### src/rtl/hppd_pkg.sv
// Package for the HTTP/2 padded payload deframer.
// Beat types, status codes and frame constants; no dependencies.
package hppd_pkg;

    // Width of the frame length counters
    localparam int LENGTH_BITS = 24;

    // Priority block length in octets and the exclusive flag bit
    localparam logic [2:0] PRIO_LEN = 3'd5;
    localparam logic [7:0] E_BIT    = 8'h80;

    // Frame status codes
    typedef enum logic [2:0] {
        ST_OK          = 3'd0,
        ST_NO_PAD      = 3'd1,
        ST_SHORT_PRIO  = 3'd2,
        ST_PAD_LONG    = 3'd3,
        ST_NONZERO_PAD = 3'd4
    } status_t;

    // Input beat
    typedef struct packed {
        logic [7:0]  payload_byte;
        logic        frame_start;
        logic [23:0] frame_length;
        logic        padded_flag;
        logic        priority_flag;
        logic        is_headers;
    } in_beat_t;

    // Result beat
    typedef struct packed {
        logic        data_valid;
        logic [7:0]  data_out;
        logic        frame_done;
        status_t     status;
        logic        priority_valid;
        logic        exclusive;
        logic [30:0] depend_stream;
        logic [7:0]  weight;
    } out_beat_t;

endpackage

### src/rtl/hppd_core.sv
// Frame state registers and per-octet parse logic of the deframer.
// Depends on hppd_pkg.
module hppd_core (
    input  logic               aclk,
    input  logic               aresetn,
    input  logic               fire,
    input  hppd_pkg::in_beat_t beat,
    output hppd_pkg::out_beat_t result
);

    logic [hppd_pkg::LENGTH_BITS-1:0] pos_reg, pos_next;
    logic [hppd_pkg::LENGTH_BITS-1:0] len_reg, len_next;
    logic [7:0]                       pad_reg, pad_next;
    logic                             padded_reg, padded_next;
    logic                             prio_reg, prio_next;
    hppd_pkg::status_t                err_reg, err_next;
    logic                             excl_reg, excl_next;
    logic [30:0]                      dep_reg, dep_next;
    logic [7:0]                       wgt_reg, wgt_next;
    logic                             seen_reg, seen_next;

    // State update and result for one octet
    always_comb begin
        logic                             active;
        logic [2:0]                       prio_end;
        logic [2:0]                       idx;
        logic [8:0]                       pad_end;
        logic [hppd_pkg::LENGTH_BITS-1:0] data_end;

        pos_next    = pos_reg;
        len_next    = len_reg;
        pad_next    = pad_reg;
        padded_next = padded_reg;
        prio_next   = prio_reg;
        err_next    = err_reg;
        excl_next   = excl_reg;
        dep_next    = dep_reg;
        wgt_next    = wgt_reg;
        seen_next   = seen_reg;
        result      = '0;
        active      = 1'b0;

        // Frame start: latch header, clear per-frame state
        if (beat.frame_start) begin
            len_next    = beat.frame_length[hppd_pkg::LENGTH_BITS-1:0];
            padded_next = beat.padded_flag;
            prio_next   = beat.priority_flag & beat.is_headers;
            pos_next    = '0;
            pad_next    = '0;
            excl_next   = 1'b0;
            dep_next    = '0;
            wgt_next    = '0;
            seen_next   = 1'b0;
            err_next    = hppd_pkg::ST_OK;
            if (padded_next && len_next == '0) begin
                err_next = hppd_pkg::ST_NO_PAD;
            end else if (prio_next && len_next <
                         hppd_pkg::LENGTH_BITS'({1'b0, padded_next} + 2'd1)
                         + hppd_pkg::LENGTH_BITS'(3'd4)) begin
                err_next = hppd_pkg::ST_SHORT_PRIO;
            end
            if (len_next == '0) begin
                result.frame_done = 1'b1;
                result.status     = err_next;
            end else begin
                active = 1'b1;
            end
        end else if (pos_reg < len_reg) begin
            active = 1'b1;
        end

        prio_end = {2'b00, padded_next} + (prio_next ? hppd_pkg::PRIO_LEN : 3'd0);
        idx      = pos_next[2:0] - {2'b00, padded_next};
        pad_end  = {6'd0, prio_end} + {1'b0, beat.payload_byte};
        data_end = len_next - hppd_pkg::LENGTH_BITS'(pad_next);

        if (active) begin
            if (padded_next && pos_next == '0) begin
                // Pad length octet
                pad_next = beat.payload_byte;
                if (err_next == hppd_pkg::ST_OK &&
                    hppd_pkg::LENGTH_BITS'(pad_end) > len_next) begin
                    err_next = hppd_pkg::ST_PAD_LONG;
                end
            end else if (pos_next < hppd_pkg::LENGTH_BITS'(prio_end)) begin
                // Priority block, big endian dependency
                if (err_next == hppd_pkg::ST_OK || err_next == hppd_pkg::ST_PAD_LONG) begin
                    case (idx)
                        3'd0: begin
                            excl_next = |(beat.payload_byte & hppd_pkg::E_BIT);
                            dep_next  = {beat.payload_byte[6:0], 24'd0};
                        end
                        3'd1: dep_next[23:16] = beat.payload_byte;
                        3'd2: dep_next[15:8]  = beat.payload_byte;
                        3'd3: dep_next[7:0]   = beat.payload_byte;
                        default: begin
                            wgt_next  = beat.payload_byte;
                            seen_next = 1'b1;
                        end
                    endcase
                end
            end else if (err_next == hppd_pkg::ST_OK) begin
                // Data octets, then zero padding
                if (pos_next < data_end) begin
                    result.data_valid = 1'b1;
                    result.data_out   = beat.payload_byte;
                end else if (beat.payload_byte != 8'd0) begin
                    err_next = hppd_pkg::ST_NONZERO_PAD;
                end
            end
            pos_next = pos_next + 1'b1;
            if (pos_next == len_next) begin
                result.frame_done = 1'b1;
                result.status     = err_next;
            end
        end

        result.priority_valid = seen_next;
        result.exclusive      = seen_next & excl_next;
        result.depend_stream  = seen_next ? dep_next : 31'd0;
        result.weight         = seen_next ? wgt_next : 8'd0;
    end

    // Frame state
    always_ff @(posedge aclk) begin
        if (!aresetn) begin
            pos_reg    <= '0;
            len_reg    <= '0;
            pad_reg    <= '0;
            padded_reg <= 1'b0;
            prio_reg   <= 1'b0;
            err_reg    <= hppd_pkg::ST_OK;
            excl_reg   <= 1'b0;
            dep_reg    <= '0;
            wgt_reg    <= '0;
            seen_reg   <= 1'b0;
        end else if (fire) begin
            pos_reg    <= pos_next;
            len_reg    <= len_next;
            pad_reg    <= pad_next;
            padded_reg <= padded_next;
            prio_reg   <= prio_next;
            err_reg    <= err_next;
            excl_reg   <= excl_next;
            dep_reg    <= dep_next;
            wgt_reg    <= wgt_next;
            seen_reg   <= seen_next;
        end
    end

endmodule

### src/rtl/http2_padded_payload_deframer.sv
// HTTP/2 DATA/HEADERS payload deframer: input register, parse core, result register.
// Each accepted beat waits in the input register until the result register can take its parsed result.
// Throughput: one octet per cycle while the receiver takes results; the input and result registers form a 2-deep pipe.
// Reset: synchronous active-low aresetn clears both valids and all frame state.
// Depends on hppd_pkg and hppd_core.
module http2_padded_payload_deframer (
    input  logic                aclk,
    input  logic                aresetn,
    input  logic                s_valid,
    output logic                s_ready,
    input  hppd_pkg::in_beat_t  s_data,
    output logic                m_valid,
    input  logic                m_ready,
    output hppd_pkg::out_beat_t m_data
);

    logic                in_valid_reg, in_valid_next;
    hppd_pkg::in_beat_t  in_data_reg;
    logic                m_valid_reg, m_valid_next;
    hppd_pkg::out_beat_t m_data_reg;
    hppd_pkg::out_beat_t result;
    logic                advance;
    logic                fire;

    // Pipe control
    assign advance       = !m_valid_reg || m_ready;
    assign fire          = in_valid_reg && advance;
    assign s_ready       = !in_valid_reg || advance;
    assign in_valid_next = (s_valid && s_ready) || (in_valid_reg && !advance);
    assign m_valid_next  = fire || (m_valid_reg && !m_ready);

    always_ff @(posedge aclk) begin
        if (!aresetn) begin
            in_valid_reg <= 1'b0;
            m_valid_reg  <= 1'b0;
        end else begin
            in_valid_reg <= in_valid_next;
            m_valid_reg  <= m_valid_next;
        end
    end

    // Payload registers
    always_ff @(posedge aclk) begin
        if (s_valid && s_ready) begin
            in_data_reg <= s_data;
        end
        if (fire) begin
            m_data_reg <= result;
        end
    end

    hppd_core u_core (
        .aclk    (aclk),
        .aresetn (aresetn),
        .fire    (fire),
        .beat    (in_data_reg),
        .result  (result)
    );

    assign m_valid = m_valid_reg;
    assign m_data  = m_data_reg;

    // Checks
    a_data_ok: assert property (@(posedge aclk) disable iff (!aresetn)
        m_valid && m_data.data_valid && m_data.frame_done |-> m_data.status == hppd_pkg::ST_OK)
        else $error("data beat ends frame with error status");

    a_status_done: assert property (@(posedge aclk) disable iff (!aresetn)
        m_valid && !m_data.frame_done |-> m_data.status == hppd_pkg::ST_OK)
        else $error("status set outside frame end");

    a_prio_zero: assert property (@(posedge aclk) disable iff (!aresetn)
        m_valid && !m_data.priority_valid |->
            !m_data.exclusive && m_data.depend_stream == 31'd0 && m_data.weight == 8'd0)
        else $error("priority fields set without priority block");

    a_prio_short: assert property (@(posedge aclk) disable iff (!aresetn)
        m_valid && m_data.priority_valid && m_data.frame_done |->
            m_data.status != hppd_pkg::ST_SHORT_PRIO)
        else $error("short priority reported with priority block");

endmodule

### config.mk
export PLATFORM = sky130hd
export DESIGN_NAME = http2_padded_payload_deframer
export DESIGN_NICKNAME = d
export VERILOG_FILES = /design/src/rtl/hppd_pkg.sv /design/src/rtl/hppd_core.sv /design/src/rtl/http2_padded_payload_deframer.sv
export SDC_FILE = /design/constraint.sdc
export NUM_CORES = 1
export LEC_CHECK = 0
export BUFFER_PORTS_ARGS = -buffer_cell sky130_fd_sc_hd__clkbuf_2
export CAP_MARGIN = 40
export CORE_ASPECT_RATIO = 0.5
export CORE_MARGIN = 1.5
export CORE_UTILIZATION = 50
export CTS_BUF_LIST = sky130_fd_sc_hd__clkbuf_2 sky130_fd_sc_hd__clkbuf_4 sky130_fd_sc_hd__clkbuf_8
export CTS_CLUSTER_SIZE = 10
export DETAILED_ROUTE_END_ITERATION = 6
export HOLD_SLACK_MARGIN = 0.12
export PLACE_DENSITY_LB_ADDON = 0.25
export SLEW_MARGIN = 20
export SYNTH_ARGS = -nofsm -noshare
export SYNTH_HDL_FRONTEND = slang
export SYNTH_SLANG_ARGS = --single-unit
### constraint.sdc
create_clock -name aclk -period 7.5 [get_ports aclk]
set_input_delay 0 -clock aclk [delete_from_list [all_inputs] [get_ports aclk]]
set_output_delay 0 -clock aclk [all_outputs]
set_load 0.01 [all_outputs]
## Yosys cells after proc, flatten, opt, wreduce, memory -nomap -nowiden

Index checks and enable logic that the tools add are counted.

- Add/sub/neg operators: 7
- Multiply operators: 0
- Div/mod/pow operators: 0
- Order comparisons: 5
- Eq/ne operators: 5
- Shift-type cells: 0
- Mux-type cells: 54
- Bitwise logic cells: 5
- Reduce and logical (&&, ||, !) cells: 25

Operators by type and width:

| kind | count |
|---|---|
| 2-to-1 mux 31 bit | 5 |
| less-than comparator 24 bit | 3 |
| 2-to-1 mux 24 bit | 3 |
| 2-to-1 mux 8 bit | 9 |
| logical NOT 24 bit | 2 |
| case mux 8 bit (2 select lines) | 3 |
| 2-to-1 mux 3 bit | 10 |
| adder 24 x 1 -> 24 bit, second input constant | 1 |
| adder 24 x 3 -> 24 bit, second input constant | 1 |
| equality test 24 bit | 1 |
| > comparator 9 x 24 -> 1 bit | 1 |
| less-than comparator 24 x 3 -> 1 bit | 1 |
| subtractor 24 x 8 -> 24 bit | 1 |
| 2-to-1 mux 1 bit | 17 |
| 2-to-1 mux 4 bit | 4 |
| adder 3 x 8 -> 9 bit | 1 |
| equality test 3 x 2 -> 1 bit, second input constant | 3 |
| 2-to-1 mux 9 bit | 1 |
| logical AND 1 bit | 8 |
| nonzero test 8 bit | 1 |
| OR reduction 4 bit | 2 |
| 2-to-1 mux 7 bit | 1 |
| logical NOT 3 bit | 2 |
| logical OR 1 bit | 5 |
| other kinds (9) | 15 |

- Bits in registers: 194
- Bits in latches: 0
- RAM bits: 0
- ROM bits: 0
- Input bits: 40
- Memories kept: 0

## Longest topological paths before layout

- Depth after elaboration: 14
- Depth in mapped cells: 29

## Hierarchy

From an unflattened synthesis, not the netlist that was laid out.

- Cell total of the unflattened synthesis: 1250
- Area total of the unflattened synthesis: 11554.8 µm²

Modules (own cells, without submodules):

| module | times used | cells an instance | area an instance (µm²) | sequential area each (µm²) |
|---|---|---|---|---|
| hppd_core | 1 | 1151 | 8748.4 | 2042.0 |
| http2_padded_payload_deframer | 1 | 99 | 2806.4 | 2742.6 |

## Worst setup path after synthesis

No wires, ideal clock.

- Path kind: register to register
- From: reg in_data_reg[27] in the netlist's numbering
- To: reg m_data_reg, in the netlist m_data[45] (data pin)
- Library setup time: 133 ps
- Data arrival time: 5584 ps
- Data required time: 7367 ps
- Path slack: 1783 ps
- Stages on the path, launching flop included: 29
- Period minus slack after synthesis: 5717 ps
- Path through: edfxtp_1 > buf_6 > buf_6 > buf_2 > clkbuf_1 > clkbuf_1 > buf_1 > buf_2 > buf_1 > nor2b_1 > inv_1 > ha_1 > nor2b_1 > o21ai_0 > a211oi_1 > o21ai_0 > a21oi_1 > nand2b_1 > clkbuf_1 > nor3b_1 > xor2_1 > ha_1 > a21o_1 > a21o_1 > a21oi_1 > o21ai_0 > o21a_1 > nor4_2 > and2_1

- Word-level cells in the longest chain between the ends: 5
- Elaborated cells on any way between the ends: 19
- Those cells by class: add/sub (2); order compare (2); mux (8); bitwise (3); reduce/logical (4)

Ends and longest elaborated chain:

| what | line | RTL |
|---|---|---|
| from (decl) | http2_padded_payload_deframer.sv:18 | `hppd_pkg::in_beat_t in_data_reg;` |
| from (signal assigned) | http2_padded_payload_deframer.sv:45 | `in_data_reg <= s_data;` |
| 2-to-1 mux 24 bit, or another cell as far along | hppd_core.sv:44 | `if (beat.frame_start) begin` |
| subtractor 24 x 8 -> 24 bit or 2-to-1 mux 3 bit (tied branches) | hppd_core.sv:75, hppd_core.sv:72 |  |
| less-than comparator 24 bit or adder 1 x 3 -> 3 bit (tied branches) | hppd_core.sv:104, hppd_core.sv:72 |  |
| NOT 1 bit (no source line) or less-than comparator 24 x 3 -> 1 bit (tied branches) | - |  |
| OR reduction 5 bit (no source line) * | - |  |
| to (signal assigned) | http2_padded_payload_deframer.sv:48 | `m_data_reg <= result;` |
| to (decl) | http2_padded_payload_deframer.sv:20 | `hppd_pkg::out_beat_t m_data_reg;` |

Mark *: on every way between the ends. The rest lies on a longest branch, timed or not.
A chain may end at the register's enable or synchronous reset.

## Worst setup path after layout

- From: reg in_data_reg[27] in the netlist's numbering
- To: reg m_data_reg, in the netlist m_data[45] (data pin)

- Word-level cells in the longest chain between the ends: 5
- Elaborated cells on any way between the ends: 19
- Those cells by class: add/sub (2); order compare (2); mux (8); bitwise (3); reduce/logical (4)

Ends and longest elaborated chain:

| what | line | RTL |
|---|---|---|
| 2-to-1 mux 24 bit | hppd_core.sv:44 |  |
| via u_core.len_next, one bit | hppd_core.sv:12 | `logic [hppd_pkg::LENGTH_BITS-1:0] len_reg, len_next;` |
| subtractor 24 x 8 -> 24 bit | hppd_core.sv:75 | `data_end = len_next - hppd_pkg::LENGTH_BITS'(pad_next);` |
| less-than comparator 24 bit | hppd_core.sv:104 | `if (pos_next < data_end) begin` |
| NOT 1 bit (no source line) | - |  |
| OR reduction 5 bit (no source line) | - |  |

The timed path passes the listed nets, and every way through them passes these cells.

==> qor.yml <==
floorplanning:
  initial_core_util: 0.508
  die_area_sq_um: 24100
  die_h_um: 111
  io_pins: 96
  core.rowCount: 39
  die_w_um: 218
  core_sq_um: 22800
finish:
  final_util: 0.574
  mostFrequentLayoutCells: "dfxtp_1, nand2_1, nor2_1"
  layout_commonest_cell: "dfxtp_1"
  layout.nets: 1430
  area_growth_pct: 13.0
  n_antenna_cell: 0
  final_area_sq_um: 13100
  layout-drive-gt1-share: 0.139
  largest_reg_flops: 54
status:
  status: "finished, final reports clean"
worst_setup_path:
  cp_slowest_cell: "nor4_2"
  cp_top_family: "compound AO/OA/AOI/OAI gates"
  cp_common_cell: "o21ai_0"
  path_class: "reg -> reg"
  reg2regPathDepth: 20
  crit_path_cell_trace: "buf_4, mux2i_1, inv_1, ha_1, nor2b_1, o21ai_0, a211oi_1, o21ai_0, a21oi_1, nand2b_1, nor3b_1, xor2_1, ha_1, a21o_1, a21o_1, a21oi_1, o21ai_0, o21a_1, nor4_2, and2_1"
  rr_startpoint: "in_data_reg[27]$_DFFE_PP_"
  setup.worst_path.start_class: "flip-flop"
  cp_max_fo: 39
  cp.required_ns: 7.87
  critPathArrivalTime_ns: 6.13
  path_buf_inv: 2
  cpPeakStageDelay_ns: 0.77
  cp-startpoint: "in_data_reg[27]$_DFFE_PP_"
  endpoint_kind: "flip-flop"
  cp.depth: 20
synthesis:
  synth-main-ff-cell: "dfxtp_1"
  synth_nets: 1331
  synth_area_sq_um: 11600
  netlist_instances: 1215
  syn_avg_cell_area_sq_um: 9.53
  ys_ff_latch: 194
  yosysSeqAreaShare: 0.413
  synth_edf_count: 90
  synthArstFlopShare: 0
  synth_cell_types: 88
  ys.warnings.count: 0
detailed_routing:
  wl_per_cell_um: 20.5
  antenna_left: 0
  wirelength_um: 33400
  first_pass_iters: 5
  drc: 0
  via_per_inst: 6.01
  drt_iter0_drc: 903
  vias: 9827
sta:
  tns_ns: 0
  fin_crit_sh: 0.769
  worstMarginPinSlew_ns: 0.858
  hold_violations: 0
  clock_skew_ns: 0.0183
  setup_ws_ns: 1.74
  fmax_ghz: 0.173
  rsz0062_at_grt: "no"
  drv_slew: 0
  relSlewSlack: 0.423
  finalCriticalPeriod_ns: 5.76
  setup_viol: 0
cts:
  cts-root-buf: "clkbuf_8"
  cts_resized: 0
  cts_tree: "yes"
  clock_sinks: 194
  h-tree-depth: 4
  clk_pin_slew_ns: 0.11
  worstSkewPairLatency_ns: 0.50
  clock_path_buffers: 2
  cts_inserted_buffers: 17
placement:
  preCtsSetupSlack_ns: 1.84
  placed_area_sq_um: 12300
  gp_congestion: 0.948
  io_buffers: 95
  dp_hpwl_um: 23900
grt:
  overflow: 0
  grt_pass1_vias: 9182
  grt_first_pass_wirelength_um: 51500
  antenna_found_initial: 0
  grt_max_degree: 55
  track_usage: 0.280
power:
  p_leak_nw: 5.14
  vdd_drop_max_v: 0.000122
  power_density_nw_per_um2: 174
min_path:
  hold_class: "in -> reg"
  holdPathStages: 2
  worst_hold_startpoint: "s_data[35]"
job:
  max-cap-violations: 0
[Yosys cell counts (all sizes together) (4+ instances only)]
cell | n | area, sq um
clkbuf | 47 | 176
xor2 | 28 | 245
nor4 | 12 | 103
ha | 74 | 926
xnor2 | 45 | 394
a21oi | 69 | 345
a32o | 25 | 250
nand3 | 44 | 225
nor2b | 30 | 188
o21ai | 47 | 239
a31oi | 7 | 43.8
a211oi | 23 | 178
dfxtp | 104 | 2080
and4 | 4 | 35.0
a2111oi | 8 | 133
inv | 56 | 210
nand2 | 101 | 379
nor4b | 4 | 47.6
mux2i | 23 | 241
nand4 | 20 | 140
o2bb2ai | 5 | 43.8
nor2 | 99 | 372
a21boi | 6 | 45.0
edfxtp | 90 | 2700
a22oi | 23 | 173
a21o | 15 | 113
or3 | 10 | 67.6
a22o | 18 | 158
nor3 | 21 | 115
or4 | 10 | 78.8
nand2b | 10 | 62.6
a41oi | 5 | 43.8
o21a | 8 | 60.1
and2 | 16 | 100
buf | 30 | 168
nand4b | 6 | 67.6
o211ai | 9 | 67.6
and3 | 13 | 86.3
o31ai | 6 | 45.0
[repair_timing]
| action | 4_1_cts | 5_1_grt |
|---|---|---|
| hold buffers | 40 | 0 |
| endpoints found under the hold margin | 59 | 0 |
| buffers inserted | 0 | 0 |
[where the power goes]
group | switching (mW) | internal, mW
clock network | 0.401 | 0.259
logic | 0.275 | 0.162
registers | 0.0387 | 1.15
[metrics by stage]
| stage | power (mW) | hold slack (ns) | cells |
|---|---|---|---|
| 2_1_floorplan | 1.48 | 0.0989 | 1215 |
| 3_3_place_gp | 1.60 | 0.178 | 1556 |
| 3_5_place_dp | 1.62 | 0.179 | 1560 |
| 4_1_cts | 2.29 | 0.156 | 1632 |
| 5_1_grt | 2.38 | 0.173 | 1634 |
| 6_report | 2.28 | 0.205 | 1634 |
[per-layer routing]
metal,up-vias,global-route usage,share of wire
li1,4677,-,-
met1,4721,0.393,0.46
met2,376,0.434,0.45
met3,53,0.0559,0.073
met4,0,0.0897,0.022
met5,-,0,0
[path summary, 6_finish.rpt]
path / endpoint / slack, ns
setup / recovery: m_data[45]$_SDFFCE_PP0P_ / 1.74
hold / removal: in_data_reg[35]$_DFFE_PP_ / 0.20
setup reg to reg: m_data[45]$_SDFFCE_PP0P_ / 1.74
hold reg to reg: u_core.dep_reg[8]$_SDFFE_PN0P_ / 0.47
[cells by family after synthesis]
kind of cell | count (synthesis) | share of synthesized area
adders and majority gates | 76 | 0.0835
xor gates and xnor gates | 74 | 0.0572
DFF | 194 | 0.413
and+or+nand+nor | 410 | 0.186
buffers and inverters | 134 | 0.0482
muxes | 25 | 0.0228
AOI/OAI and AO/OA | 302 | 0.189
[cell type report]
| type | count | area, sq um |
|---|---|---|
| Fill cell | 1971 | 9710 |
| Multi-Input combinational cell | 887 | 6240 |
| Sequential cell | 194 | 4780 |
| Timing Repair Buffer | 157 | 1080 |
| Tap cell | 307 | 384 |
| Clock buffer | 21 | 270 |
| Inverter | 57 | 216 |
| Clock inverter | 11 | 97.6 |
(Power assumes the default switching activity.)
